<file path="src/hdl/dnsqp_pkg.sv">
// ----------------------------------------------------------------------------
// dnsqp_pkg
// Shared types and constants for the question name parser: header length,
// result kinds, query type codes and the type class lookup.
// ----------------------------------------------------------------------------
package dnsqp_pkg;

  localparam int unsigned HEADER_BYTES = 12;

  typedef logic [7:0]  byte_t;
  typedef logic [15:0] qtype_t;
  typedef logic [2:0]  tclass_t;

  localparam logic KIND_CHAR = 1'b0;
  localparam logic KIND_DONE = 1'b1;

  localparam byte_t DOT_CHAR = 8'h2e;

  localparam qtype_t QT_A     = 16'd1;
  localparam qtype_t QT_AAAA  = 16'd28;
  localparam qtype_t QT_NS    = 16'd2;
  localparam qtype_t QT_CNAME = 16'd5;
  localparam qtype_t QT_MX    = 16'd15;

  localparam tclass_t TC_A     = 3'd0;
  localparam tclass_t TC_AAAA  = 3'd1;
  localparam tclass_t TC_NS    = 3'd2;
  localparam tclass_t TC_CNAME = 3'd3;
  localparam tclass_t TC_MX    = 3'd4;
  localparam tclass_t TC_OTHER = 3'd5;

  function automatic tclass_t classify_type(input qtype_t t);
    tclass_t c;
    unique case (t)
      QT_A:     c = TC_A;
      QT_AAAA:  c = TC_AAAA;
      QT_NS:    c = TC_NS;
      QT_CNAME: c = TC_CNAME;
      QT_MX:    c = TC_MX;
      default:  c = TC_OTHER;
    endcase
    return c;
  endfunction

endpackage

</file>
<file path="src/hdl/dns_question_name_parser_top.sv">
// ----------------------------------------------------------------------------
// dns_question_name_parser_top
// Parses the question name and query type out of a DNS message byte stream.
// ----------------------------------------------------------------------------
// Input channel pkt: one message byte per transfer, pkt_start high on the
// first byte of a message. The 12 header bytes are skipped, then the labels
// are walked and each name character goes out as a transfer on the res
// channel with item_kind 0, a dot ahead of every label after the first.
// After the zero length byte, the two type bytes give one transfer with
// item_kind 1 carrying query_type, type_class, name_length and
// name_overflow. Bytes after that are dropped until the next pkt_start.
// Names past MAX_NAME_CHARS characters are cut and flagged.
// A byte taken into the input register is parsed on its way into the
// result register, from which its result transfers. Throughput: one byte
// per cycle while no result is held by res_stall, set by the single parse
// step between the two registers.
// Reset: rst clears both registers' valid bits and returns the parser to
// idle; bytes before the first pkt_start give nothing.
// Stall: while res_stall holds a pending result, the input register holds
// too and pkt_stall rises once it is full; nothing is lost or repeated.
// ----------------------------------------------------------------------------
module dns_question_name_parser_top #(
  parameter int unsigned MAX_NAME_CHARS = 255
) (
  input  logic                 clk,
  input  logic                 rst,
  input  logic                 pkt_valid,
  output logic                 pkt_stall,
  input  dnsqp_pkg::byte_t     pkt_byte,
  input  logic                 pkt_start,
  output logic                 res_valid,
  input  logic                 res_stall,
  output logic                 item_kind,
  output dnsqp_pkg::byte_t     name_char,
  output dnsqp_pkg::qtype_t    query_type,
  output dnsqp_pkg::tclass_t   type_class,
  output dnsqp_pkg::byte_t     name_length,
  output logic                 name_overflow
);
  import dnsqp_pkg::*;

  localparam int unsigned CNT_W = $clog2(MAX_NAME_CHARS + 1);
  localparam logic [CNT_W-1:0] MAX_CNT = CNT_W'(MAX_NAME_CHARS);
  localparam byte_t HDR_LAST = 8'(HEADER_BYTES - 1);

  typedef enum logic [2:0] {
    PH_IDLE, PH_HEADER, PH_LEN, PH_LABEL, PH_TYPE_HI, PH_TYPE_LO, PH_DONE
  } phase_t;

  // input register
  logic  s1_valid;
  byte_t s1_byte;
  logic  s1_start;

  // parser state
  phase_t           phase, phase_next;
  byte_t            countdown, countdown_next;
  logic [CNT_W-1:0] count, count_next;
  logic             first_label, first_label_next;
  logic             overflow, overflow_next;
  byte_t            type_hi, type_hi_next;

  logic   out_free, advance, produce, emit_want, emit_ok;
  logic   kind_next;
  byte_t  char_next;
  qtype_t qtype_w;

  assign out_free  = !res_valid || !res_stall;
  assign advance   = s1_valid && out_free;
  assign pkt_stall = s1_valid && !out_free;
  assign emit_ok   = count < MAX_CNT;
  assign qtype_w   = {type_hi, s1_byte};

  always_comb begin
    phase_next       = phase;
    countdown_next   = countdown;
    count_next       = count;
    first_label_next = first_label;
    overflow_next    = overflow;
    type_hi_next     = type_hi;
    emit_want        = 1'b0;
    produce          = 1'b0;
    kind_next        = KIND_CHAR;
    char_next        = s1_byte;
    if (s1_start) begin
      count_next       = '0;
      first_label_next = 1'b1;
      overflow_next    = 1'b0;
      type_hi_next     = '0;
      countdown_next   = HDR_LAST;
      phase_next       = (HDR_LAST == '0) ? PH_LEN : PH_HEADER;
    end else begin
      unique case (phase)
        PH_HEADER: begin
          countdown_next = countdown - 8'd1;
          if (countdown_next == '0) phase_next = PH_LEN;
        end
        PH_LEN: begin
          if (s1_byte == '0) begin
            phase_next = PH_TYPE_HI;
          end else begin
            countdown_next = s1_byte;
            phase_next     = PH_LABEL;
            if (first_label) begin
              first_label_next = 1'b0;
            end else begin
              emit_want = 1'b1;
              char_next = DOT_CHAR;
            end
          end
        end
        PH_LABEL: begin
          countdown_next = countdown - 8'd1;
          if (countdown_next == '0) phase_next = PH_LEN;
          emit_want = 1'b1;
        end
        PH_TYPE_HI: begin
          type_hi_next = s1_byte;
          phase_next   = PH_TYPE_LO;
        end
        PH_TYPE_LO: begin
          phase_next = PH_DONE;
          produce    = 1'b1;
          kind_next  = KIND_DONE;
        end
        PH_IDLE, PH_DONE: begin
        end
        default: begin
        end
      endcase
      if (emit_want) begin
        if (emit_ok) begin
          count_next = count + 1'b1;
          produce    = 1'b1;
        end else begin
          overflow_next = 1'b1;
        end
      end
    end
  end

  always_ff @(posedge clk) begin
    if (rst) begin
      s1_valid    <= 1'b0;
      res_valid   <= 1'b0;
      phase       <= PH_IDLE;
      countdown   <= '0;
      count       <= '0;
      first_label <= 1'b1;
      overflow    <= 1'b0;
      type_hi     <= '0;
    end else begin
      if (!pkt_stall) begin
        s1_valid <= pkt_valid;
        s1_byte  <= pkt_byte;
        s1_start <= pkt_start;
      end
      if (out_free) res_valid <= advance && produce;
      if (advance) begin
        phase       <= phase_next;
        countdown   <= countdown_next;
        count       <= count_next;
        first_label <= first_label_next;
        overflow    <= overflow_next;
        type_hi     <= type_hi_next;
        if (produce) begin
          item_kind <= kind_next;
          if (kind_next == KIND_DONE) begin
            name_char     <= '0;
            query_type    <= qtype_w;
            type_class    <= classify_type(qtype_w);
            name_length   <= (count > CNT_W'(255)) ? 8'd255 : 8'(count);
            name_overflow <= overflow;
          end else begin
            name_char     <= char_next;
            query_type    <= '0;
            type_class    <= TC_A;
            name_length   <= '0;
            name_overflow <= 1'b0;
          end
        end
      end
    end
  end

  a_count_limit: assert property (@(posedge clk) disable iff (rst)
    count <= MAX_CNT)
    else $error("name count past limit");

  a_stall_needs_item: assert property (@(posedge clk) disable iff (rst)
    pkt_stall |-> s1_valid && res_valid && res_stall)
    else $error("input stalled without a blocked result");

  a_char_fields_zero: assert property (@(posedge clk) disable iff (rst)
    res_valid && item_kind == KIND_CHAR |->
      query_type == '0 && name_length == '0 && !name_overflow)
    else $error("character result carries question fields");

  a_done_class: assert property (@(posedge clk) disable iff (rst)
    res_valid && item_kind == KIND_DONE |->
      type_class == classify_type(query_type) && name_char == '0)
    else $error("type class does not match query type");

  a_done_after_type: assert property (@(posedge clk) disable iff (rst)
    advance && !s1_start && phase == PH_TYPE_LO |=> res_valid && phase == PH_DONE)
    else $error("question completion not delivered");

endmodule

</file>
<file path="config.mk">
export PLATFORM = sky130hd
export DESIGN_NAME = dns_question_name_parser_top
export DESIGN_NICKNAME = d
export VERILOG_FILES = /design/src/hdl/dnsqp_pkg.sv /design/src/hdl/dns_question_name_parser_top.sv
export SDC_FILE = /design/constraint.sdc
export NUM_CORES = 1
export LEC_CHECK = 0
export ABC_AREA = 1
export BUFFER_PORTS_ARGS = -buffer_cell sky130_fd_sc_hd__buf_4
export CORE_UTILIZATION = 55
export DETAILED_ROUTE_END_ITERATION = 16
export PLACE_DENSITY = 0.78
export SETUP_SLACK_MARGIN = 0.15
export SYNTH_ARGS = -nofsm -noshare
export SYNTH_HDL_FRONTEND = slang
export SYNTH_SLANG_ARGS = --single-unit
export TNS_END_PERCENT = 100
</file>
<file path="constraint.sdc">
create_clock -name clk -period 3.5 [get_ports clk]
set_input_delay 0.35 -clock clk [delete_from_list [all_inputs] [get_ports clk]]
set_output_delay 0.35 -clock clk [all_outputs]
set_load 0.1 [all_outputs]
</file>
==> results of run 1 <==
power by group through the flow:
| stage | clock network (mW) | logic (mW) | registers, mW |
|---|---|---|---|
| after global routing | 0.844 | 0.255 | 1.02 |
| after detailed placement | 0 | 0.224 | 1.03 |
| after floorplan | 0 | 0.173 | 1.03 |
| after global placement | 0 | 0.219 | 1.03 |
| final | 0.804 | 0.228 | 1.01 |
| after CTS | 0.813 | 0.226 | 1.01 |
Yosys cell counts (all sizes together) (3+ instances only):
master  number  area [um^2]
nand3b       3         22.5
nor2        61          259
a211oi       7         87.6
edfxtp      46         1380
inv         48          180
nand4        4         25.0
o21ai       24          139
buf          5         27.5
a21oi       32          160
nand2       64          289
dfxtp       31          621
nand3       26          140
ha           3         37.5
clkbuf       4         15.0
xor2         3         26.3
nor3        12         76.3
layout make-up:
class,count,area share (%)
Clock inverter,5,2.54
Timing Repair Buffer,53,9.39
Clock buffer,11,3.10
Multi-Input combinational cell,247,31.2
Tap cell,75,2.22
Inverter,49,4.34
Sequential cell,77,47.3
sequential cells by signal, summed over array words and instances, names as in the netlist, 8 cells and up:
name and cells:
type_hi 8, name_char 8, name_length 8, count 8, query_type 16, countdown 8
s1_byte 8
path summary, 6_finish.rpt:
path / start / slack, ns / to
min: pkt_byte[7] / 0.18 / s1_byte[7]
min reg2reg: overflow / 0.47 / overflow
max reg2reg: s1_start / 1.09 / name_char[6]
max: s1_start / 1.09 / name_char[6]
worst max-delay path, delay by kind of cell (launching register included):
kind                   cells  cell delay (ns)
AO/OA/AOI/OAI              1             0.09
flip-flops                 1             0.62
buffers and inverters      4             1.09
AND/OR/NAND/NOR            2             0.24
cell families after synthesis:
group,Yosys count,synth area share (%)
adder cells (fa/ha/maj),3,1.06
flip-flops,77,56.4
buffers and inverters,58,6.38
AO/OA/AOI/OAI,66,11.5
AND/OR/NAND/NOR,174,23.6
XOR/XNOR,4,0.987
per-stage QoR:
stage          cells  total power [mW]  area, um^2  hold WS (ns)
6_report         517              2.04        4240         0.176
5_1_grt          517              2.11        4240         0.164
4_1_cts          517              2.05        4240         0.161
3_5_place_dp     501              1.26        4000         0.457
3_3_place_gp     501              1.25        4000         0.446
2_1_floorplan    382              1.20        3550         0.434
per-layer routing:
metal	up-vias	track usage, %
met3	7	3.96
met1	1303	32.0
li1	1395	-
met5	-	0
met2	114	37.4
met4	0	11.6
==> flow_summary.rst, run 1 <==
.. list-table::
   :header-rows: 1

   * - Metric
     - Value
   * - Die outline area
     - ~0.0068 mm^2
   * - Mapped Avg Cell Area
     - between 9 and 10 um^2
   * - Switching pwr
     - 507 uW
   * - Worst ir drop on vdd
     - just under 0.3 mV
   * - Final wirelength
     - 7310 um
   * - Total congestion overflow
     - 0
   * - Critical path launch point type
     - flip-flop
   * - Resized Gates After CTS
     - 0
   * - Power density over the cells
     - 482 mW/mm^2
   * - Via count
     - 2,819
   * - Final antenna-violating net count
     - 0
   * - Routability congestion estimate
     - approximately 0.93
   * - Chip Height
     - 82.3 um
   * - Leading cell types in the layout, fill and taps excluded
     - nor2_1 (53), buf_4 (53), nand2_1 (52)
   * - Final cell utilization of the core
     - 69.9%
   * - Count of unique library cells instantiated by Yosys
     - 38
   * - Global routing usage summed across all routing layers
     - approximately a quarter
   * - Max Used Layer
     - met4
   * - Number of enable flip-flop cells after synthesis
     - 46
   * - Cell area after synthesis
     - approximately 0.0035 mm^2
   * - Worst path required time
     - 3.50 ns
   * - Fill cell instance count of the final layout
     - ~470
   * - Number of buffers created by CTS
     - 9
   * - Diodes inserted
     - 0
   * - Clk Latency, worst-skew pair
     - roughly 0.35 ns
   * - Routed length on met3
     - 499 um
   * - Top Ports
     - 52
   * - Net count reported at finish
     - between 400 and 500
   * - Final routed wire length divided by cell count
     - 14.1 um
   * - Combinational share of power
     - 11.1%
   * - Max Buffers Root-to-Sink
     - 2
   * - Count of cells along the worst hold path
     - 1
   * - Transition at the pin with the smallest max-transition slack
     - roughly 0.65 ns
   * - Root Buffer
     - clkbuf_8
   * - Part of the cycle the worst path needs
     - 68.9%
   * - Effective utilization at floorplan
     - 58.5%
   * - Placement row count
     - 28
   * - R2R cell count
     - 7
   * - Static leakage
     - between 1.5 and 2 nW
   * - Worst relative slew slack
     - 56.0%
   * - Crit path DAT
     - 2.41 ns
   * - Number of instances in the synthesized netlist
     - 382
   * - Clock net sink count
     - 77
   * - Crit Path Class
     - flip-flop to flip-flop
   * - Post-placement setup slack
     - 1.11 ns
   * - Synth Flop Type
     - edfxtp_1
   * - Fmax
     - ~410 MHz
   * - Status
     - complete, no violations
   * - Maximum fanout count along the critical path
     - 37
   * - Final TNS setup
     - 0 ns
   * - Cell breakdown of the critical path
     - inv_1 -> nand2_1 -> buf_4 -> nor2_1 -> o21ai_2 -> inv_1 -> buf_4
   * - Final setup skew
     - slightly above 0.007 ns
   * - Clock slew at the register clock pins of the worst setup and hold paths
     - 0.08 ns
   * - Worst min path class
     - input port to flip-flop
   * - Peak per-stage delay on the critical path
     - 0.62 ns
   * - Area Overhead vs Synth
     - 19.4%
   * - Via density per instance
     - roughly 5.5
   * - DR iter-0 viols
     - 225
   * - Register area
     - 0.00200 mm^2
   * - TritonCTS clock tree
     - done
   * - Clock network power share
     - 39.3%
   * - Count of maximum capacitance violations
     - 0
   * - Largest net degree at the start of global routing
     - 38
   * - Total half-perimeter wirelength after legalization and detailed placement
     - 5320 um
   * - Share of synthesized area occupied by flip-flops and latches
     - 56.4%
   * - # Post-CTS Setup Buffers
     - 0
   * - Share of flip-flops with an asynchronous set or reset after synthesis
     - 0%
   * - Number of hold-slack violations in the final timing report
     - 0
   * - Least setup slack across all paths after layout
     - about 1.1 ns
   * - Max-slew violation count
     - 0
   * - DR WL met2
     - 3350 um
   * - Number of warnings reported in the yosys synthesis log
     - 0
   * - Type of element capturing the critical path
     - flip-flop
   * - Multi-input gate area
     - 0.00132 mm^2
   * - Syn Nets
     - roughly 400
   * - Switching Share
     - about a quarter
   * - Die extent in x
     - just over 80 um
   * - Number of global-route vias before repair
     - 2,587
   * - First-pass GRT wire length
     - ~12,000 um
   * - Remaining DRCs
     - 0
   * - Number of buffers inserted by port buffering
     - 51
   * - Part of the power in registers
     - around half
   * - 1st-pass router iterations
     - 5
   * - Initial antenna violation count
     - 0
   * - Depth of the CTS H-tree
     - 3
   * - Setup repair after global routing missed its margin
     - no
   * - Crit path time final
     - 2.41 ns
   * - Routed met1 length
     - 3390 um
   * - Hold buffer count at CTS
     - 0
   * - CORE AREA
     - approximately 0.0061 mm^2
   * - Flops & latches, synth
     - 77
   * - Final setup vio count
     - 0
   * - Share of layout cells above drive strength 1
     - 25.8%
   * - Slowest cell on the critical path
     - edfxtp_1
   * - Int Power
     - approximately 1.5 mW
(Power assumes the default switching activity.)
==> inputs of run 2 (changes only) <==
--- a/config.mk
+++ b/config.mk
@@ -5,7 +5,7 @@
 export SDC_FILE = /design/constraint.sdc
 export NUM_CORES = 1
 export LEC_CHECK = 0
-export ABC_AREA = 1
+export ABC_AREA = 0
 export BUFFER_PORTS_ARGS = -buffer_cell sky130_fd_sc_hd__buf_4
 export CORE_UTILIZATION = 55
 export DETAILED_ROUTE_END_ITERATION = 16
==> constraint.sdc (replaced) <==
create_clock -name clk -period 2.3 [get_ports clk]
set_input_delay 0.23 -clock clk [delete_from_list [all_inputs] [get_ports clk]]
set_output_delay 0.23 -clock clk [all_outputs]
set_load 0.1 [all_outputs]
==> run 2 against run 1 <==
Net effect:
- sequential share of layout area fell by 3.1 points
- combinational power is 42% higher
- design area rose by 7.5%
- register-to-register slack worse by 0.89 ns
- first-iteration DRC count fell by 32%
- via count grew 4.3%
- synthesized cell count decreased by 10%
- largest power group unchanged
- highest routed layer unchanged
==> flow_summary.rst, run 2 <==
.. list-table::
   :header-rows: 1

   * - Metric
     - Value
   * - Status
     - complete, no violations
   * - Number of buffers created by CTS
     - 9 (unchanged)
   * - Number of hold-slack violations in the final timing report
     - 0 (unchanged)
   * - Least setup slack across all paths after layout
     - 0.203 ns (-0.886 ns)
   * - Clk Latency, worst-skew pair
     - 0.34 ns (about the same)
   * - Share of synthesized area occupied by flip-flops and latches
     - 55.9% (-0.51 points)
   * - Part of the cycle the worst path needs
     - 91.2% (+22 points)
   * - Root Buffer
     - clkbuf_8
   * - Peak per-stage delay on the critical path
     - 0.48 ns (-0.14 ns)
   * - Cell breakdown of the critical path
     - inv_2 -> ha_4 -> or4b_4 -> nor3b_4 -> o41ai_2 -> a311oi_2 -> mux2_1
   * - Type of element capturing the critical path
     - flip-flop
   * - Initial antenna violation count
     - 0 (unchanged)
   * - 1st-pass router iterations
     - 4 (-1)
   * - Maximum fanout count along the critical path
     - 6 (-84%)
   * - Placement row count
     - 29 (+3.6%)
   * - Count of non-filler cells in the finished layout
     - 509 (-1.5%)
   * - Most used standard cells in the synthesized netlist
     - edfxtp_1 (46), nor2_1 (42), dfxtp_1 (31)
   * - Biggest area contributors in the synthesized netlist
     - edfxtp_1 (39%), dfxtp_1 (17%), nor2_1 (4.4%)
   * - Chip Height
     - 82.7 um (+0.45%)
   * - Most common cell after layout, fill and taps aside
     - buf_4
   * - Most instantiated library cell after synthesis
     - edfxtp_1
   * - Net count reported at finish
     - 443 (-2.2%)
   * - Max Buffers Root-to-Sink
     - 2 (unchanged)
   * - Number of enable flip-flop cells after synthesis
     - 46 (unchanged)
   * - Area share of the leading cell type in the synthesized netlist
     - 38.6% (-0.35 points)
   * - Die extent in x
     - 82.7 um (+0.45%)
   * - Total half-perimeter wirelength after legalization and detailed placement
     - 5560 um (+4.5%)
   * - Cell area after synthesis
     - 0.00358 mm^2 (+0.92%)
   * - DR iter-0 viols
     - 153 (-32%)
   * - Final antenna-violating net count
     - 0 (unchanged)
   * - Fmax
     - 477 MHz (+15%)
   * - Number of global-route vias before repair
     - 2,659 (+2.8%)
   * - Worst relative slew slack
     - 67.7% (+12 points)
   * - Slowest cell on the critical path
     - or4b_4
   * - First-pass GRT wire length
     - 12,600 um (+6.2%)
   * - Global routing usage summed across all routing layers
     - 25.3% (+1.5 points)
   * - Largest net degree at the start of global routing
     - 29 (-24%)
   * - Crit Path Class
     - flip-flop to flip-flop
   * - Dominant combinational cell family by area after synthesis
     - simple AND/OR/NAND/NOR gates
   * - Hold buffer count at CTS
     - 0 (unchanged)
   * - Total power
     - 2.71 mW (+33%)
   * - Static leakage
     - 1.77 nW (+3.1%)
   * - Final setup skew
     - 0.00914 ns (+0.00192 ns)
   * - Synth Flop Type
     - edfxtp_1
   * - Transition at the pin with the smallest max-transition slack
     - 0.482 ns (-0.172 ns)
   * - Area Overhead vs Synth
     - 27.2%
   * - Depth of the CTS H-tree
     - 3 (unchanged)
   * - Area share of fa/ha/maj cells after synthesis
     - 1.05% (-0.0096 points)
   * - Number of instances in the synthesized netlist
     - 343 (-10%)
   * - Share of layout cells above drive strength 1
     - 31.0% (+5.2 points)
   * - Effective utilization at floorplan
     - 56.7% (-1.8 points)
   * - Worst path required time
     - 2.53 ns (-0.97 ns)
   * - Number of warnings reported in the yosys synthesis log
     - 0 (unchanged)
   * - Post-placement setup slack
     - -0.0814 ns (-1.19 ns)
   * - Setup repair after global routing missed its margin
     - yes
   * - Count of maximum capacitance violations
     - 0 (unchanged)
   * - Final routed wire length divided by cell count
     - 16.6 um (+17%)
   * - Remaining DRCs
     - 0 (unchanged)
   * - Syn Nets
     - 359 (-9.8%)
   * - Simple logic cell fraction of the synthesized area
     - 22.2% (-1.5 points)
   * - Crit path time final
     - 2.10 ns (-0.314 ns)
   * - Leading cell types in the layout, fill and taps excluded
     - buf_4 (91), edfxtp_1 (46), nor2_1 (41)
   * - Post-synthesis xor/xnor area fraction
     - 0.734% (-0.25 points)
   * - Worst ir drop on vdd
     - 0.590 mV (+100%)
   * - Worst min path class
     - input port to flip-flop
   * - Final setup vio count
     - 0 (unchanged)
   * - Mapped Avg Cell Area
     - 10.4 um^2 (+12%)
   * - Cell accounting for the most synthesized area
     - edfxtp_1
   * - Mux cell area share after synthesis
     - 1.43% (+1.4 points)
   * - Power density over the cells
     - 595 mW/mm^2 (+23%)
   * - # placed instances
     - 486 (-3.0%)
   * - Diodes inserted
     - 0 (unchanged)
   * - Final wirelength
     - 8430 um (+15%)
   * - CORE AREA
     - 0.00631 mm^2 (+4.2%)
   * - Total congestion overflow
     - 0 (unchanged)
   * - Flops & latches, synth
     - 77 (unchanged)
   * - Routability congestion estimate
     - 0.844 (-8.9%)
   * - Max FFs per register
     - 16 (unchanged)
   * - Top reg by flops
     - query_type
   * - Critical path launch point type
     - flip-flop
   * - Via count
     - 2,941 (+4.3%)
   * - Number of buffers inserted by port buffering
     - 51 (unchanged)
   * - Share of flip-flops with an asynchronous set or reset after synthesis
     - 0% (unchanged)
   * - Clock slew at the register clock pins of the worst setup and hold paths
     - 0.08 ns (about the same)
   * - Synth Area in Compound Gates
     - 15.0% (+3.4 points)
   * - Top Ports
     - 52 (unchanged)
   * - Clock net sink count
     - 77 (unchanged)
   * - Die outline area
     - 0.00684 mm^2 (+0.90%)
   * - TritonCTS clock tree
     - done
   * - Crit path DAT
     - 2.33 ns (-0.08 ns)
   * - Count of unique library cells instantiated by Yosys
     - 63 (+66%)
   * - Via density per instance
     - 5.78 (+6.0%)
   * - Max-slew violation count
     - 0 (unchanged)
run 2: path summary, 6_finish.rpt:
check                                   from  endpoint  slack (ns)  depth (start not counted)
worst max-delay path            countdown[1]  phase[0]        0.20                          7
worst min register to register      overflow  overflow        0.47                          1
worst min-delay path               pkt_start  s1_start        0.06                          1
worst max register to register  countdown[1]  phase[0]        0.20                          7
run 2: final cells by class:
class / instances / area (um^2)
fillers: 447 / 1760
clock inverters: 7 / 42.5
clock buffers: 9 / 124
flip-flops and latches: 77 / 2010
inverters: 11 / 41.3
multi-input cells: 235 / 1520
well taps: 77 / 96.3
repair buffers: 93 / 723
run 2: metrics by stage:
stage | TNS, ns | utilization, % | hold WS [ns] | cell area [um^2]
4_1_cts | 0 | 71.5 | 0.0590 | 4510
2_1_floorplan | 0 | - | 0.329 | 3610
6_report | 0 | 72.1 | 0.0605 | 4550
3_3_place_gp | 0 | 67.6 | 0.408 | 4270
5_1_grt | 0 | 72.1 | 0.0463 | 4550
3_5_place_dp | -2.97 | 67.6 | 0.409 | 4270
run 2: logic make-up (layout without fill, tap and decap cells):
kind of cell / count (synthesis) / after routing
compound gates: 77 / 78
xor+xnor: 3 / 3
fa+ha+maj: 3 / 3
buf+inv: 32 / 120
flops: 77 / 77
mux: 5 / 5
simple gates: 146 / 146
run 2: metal layers:
layer	up-vias	global-route usage, %	share of wire, %
li1	1428	-	-
met1	1356	31.2	41
met2	127	40.2	47
met3	30	6.26	6.7
met4	0	14.7	4.5
met5	-	0	0
run 2: critical path: cells and delay by family, from the launching register on:
| family | cells | cell delay, ns |
|---|---|---|
| buffers and inverters | 1 | 0.09 |
| multiplexers | 1 | 0.34 |
| AND/OR/NAND/NOR | 2 | 0.71 |
| adder cells (fa/ha/maj) | 1 | 0.14 |
| AO/OA/AOI/OAI | 2 | 0.35 |
| flip-flops | 1 | 0.35 |
run 2: where the power goes:
part	total [mW]	switching [mW]	internal (mW)
clock network	0.883	0.499	0.384
logic	0.324	0.180	0.144
registers	1.50	0.0282	1.48
total	2.71	0.707	2.00
run 2: what timing repair did:
action                                  CTS  global route
endpoints found under the setup margin   39            25
cloned                                    1             0
setup buffers                             4             2
pin swaps                                 5             4
gates resized for setup                   8             3
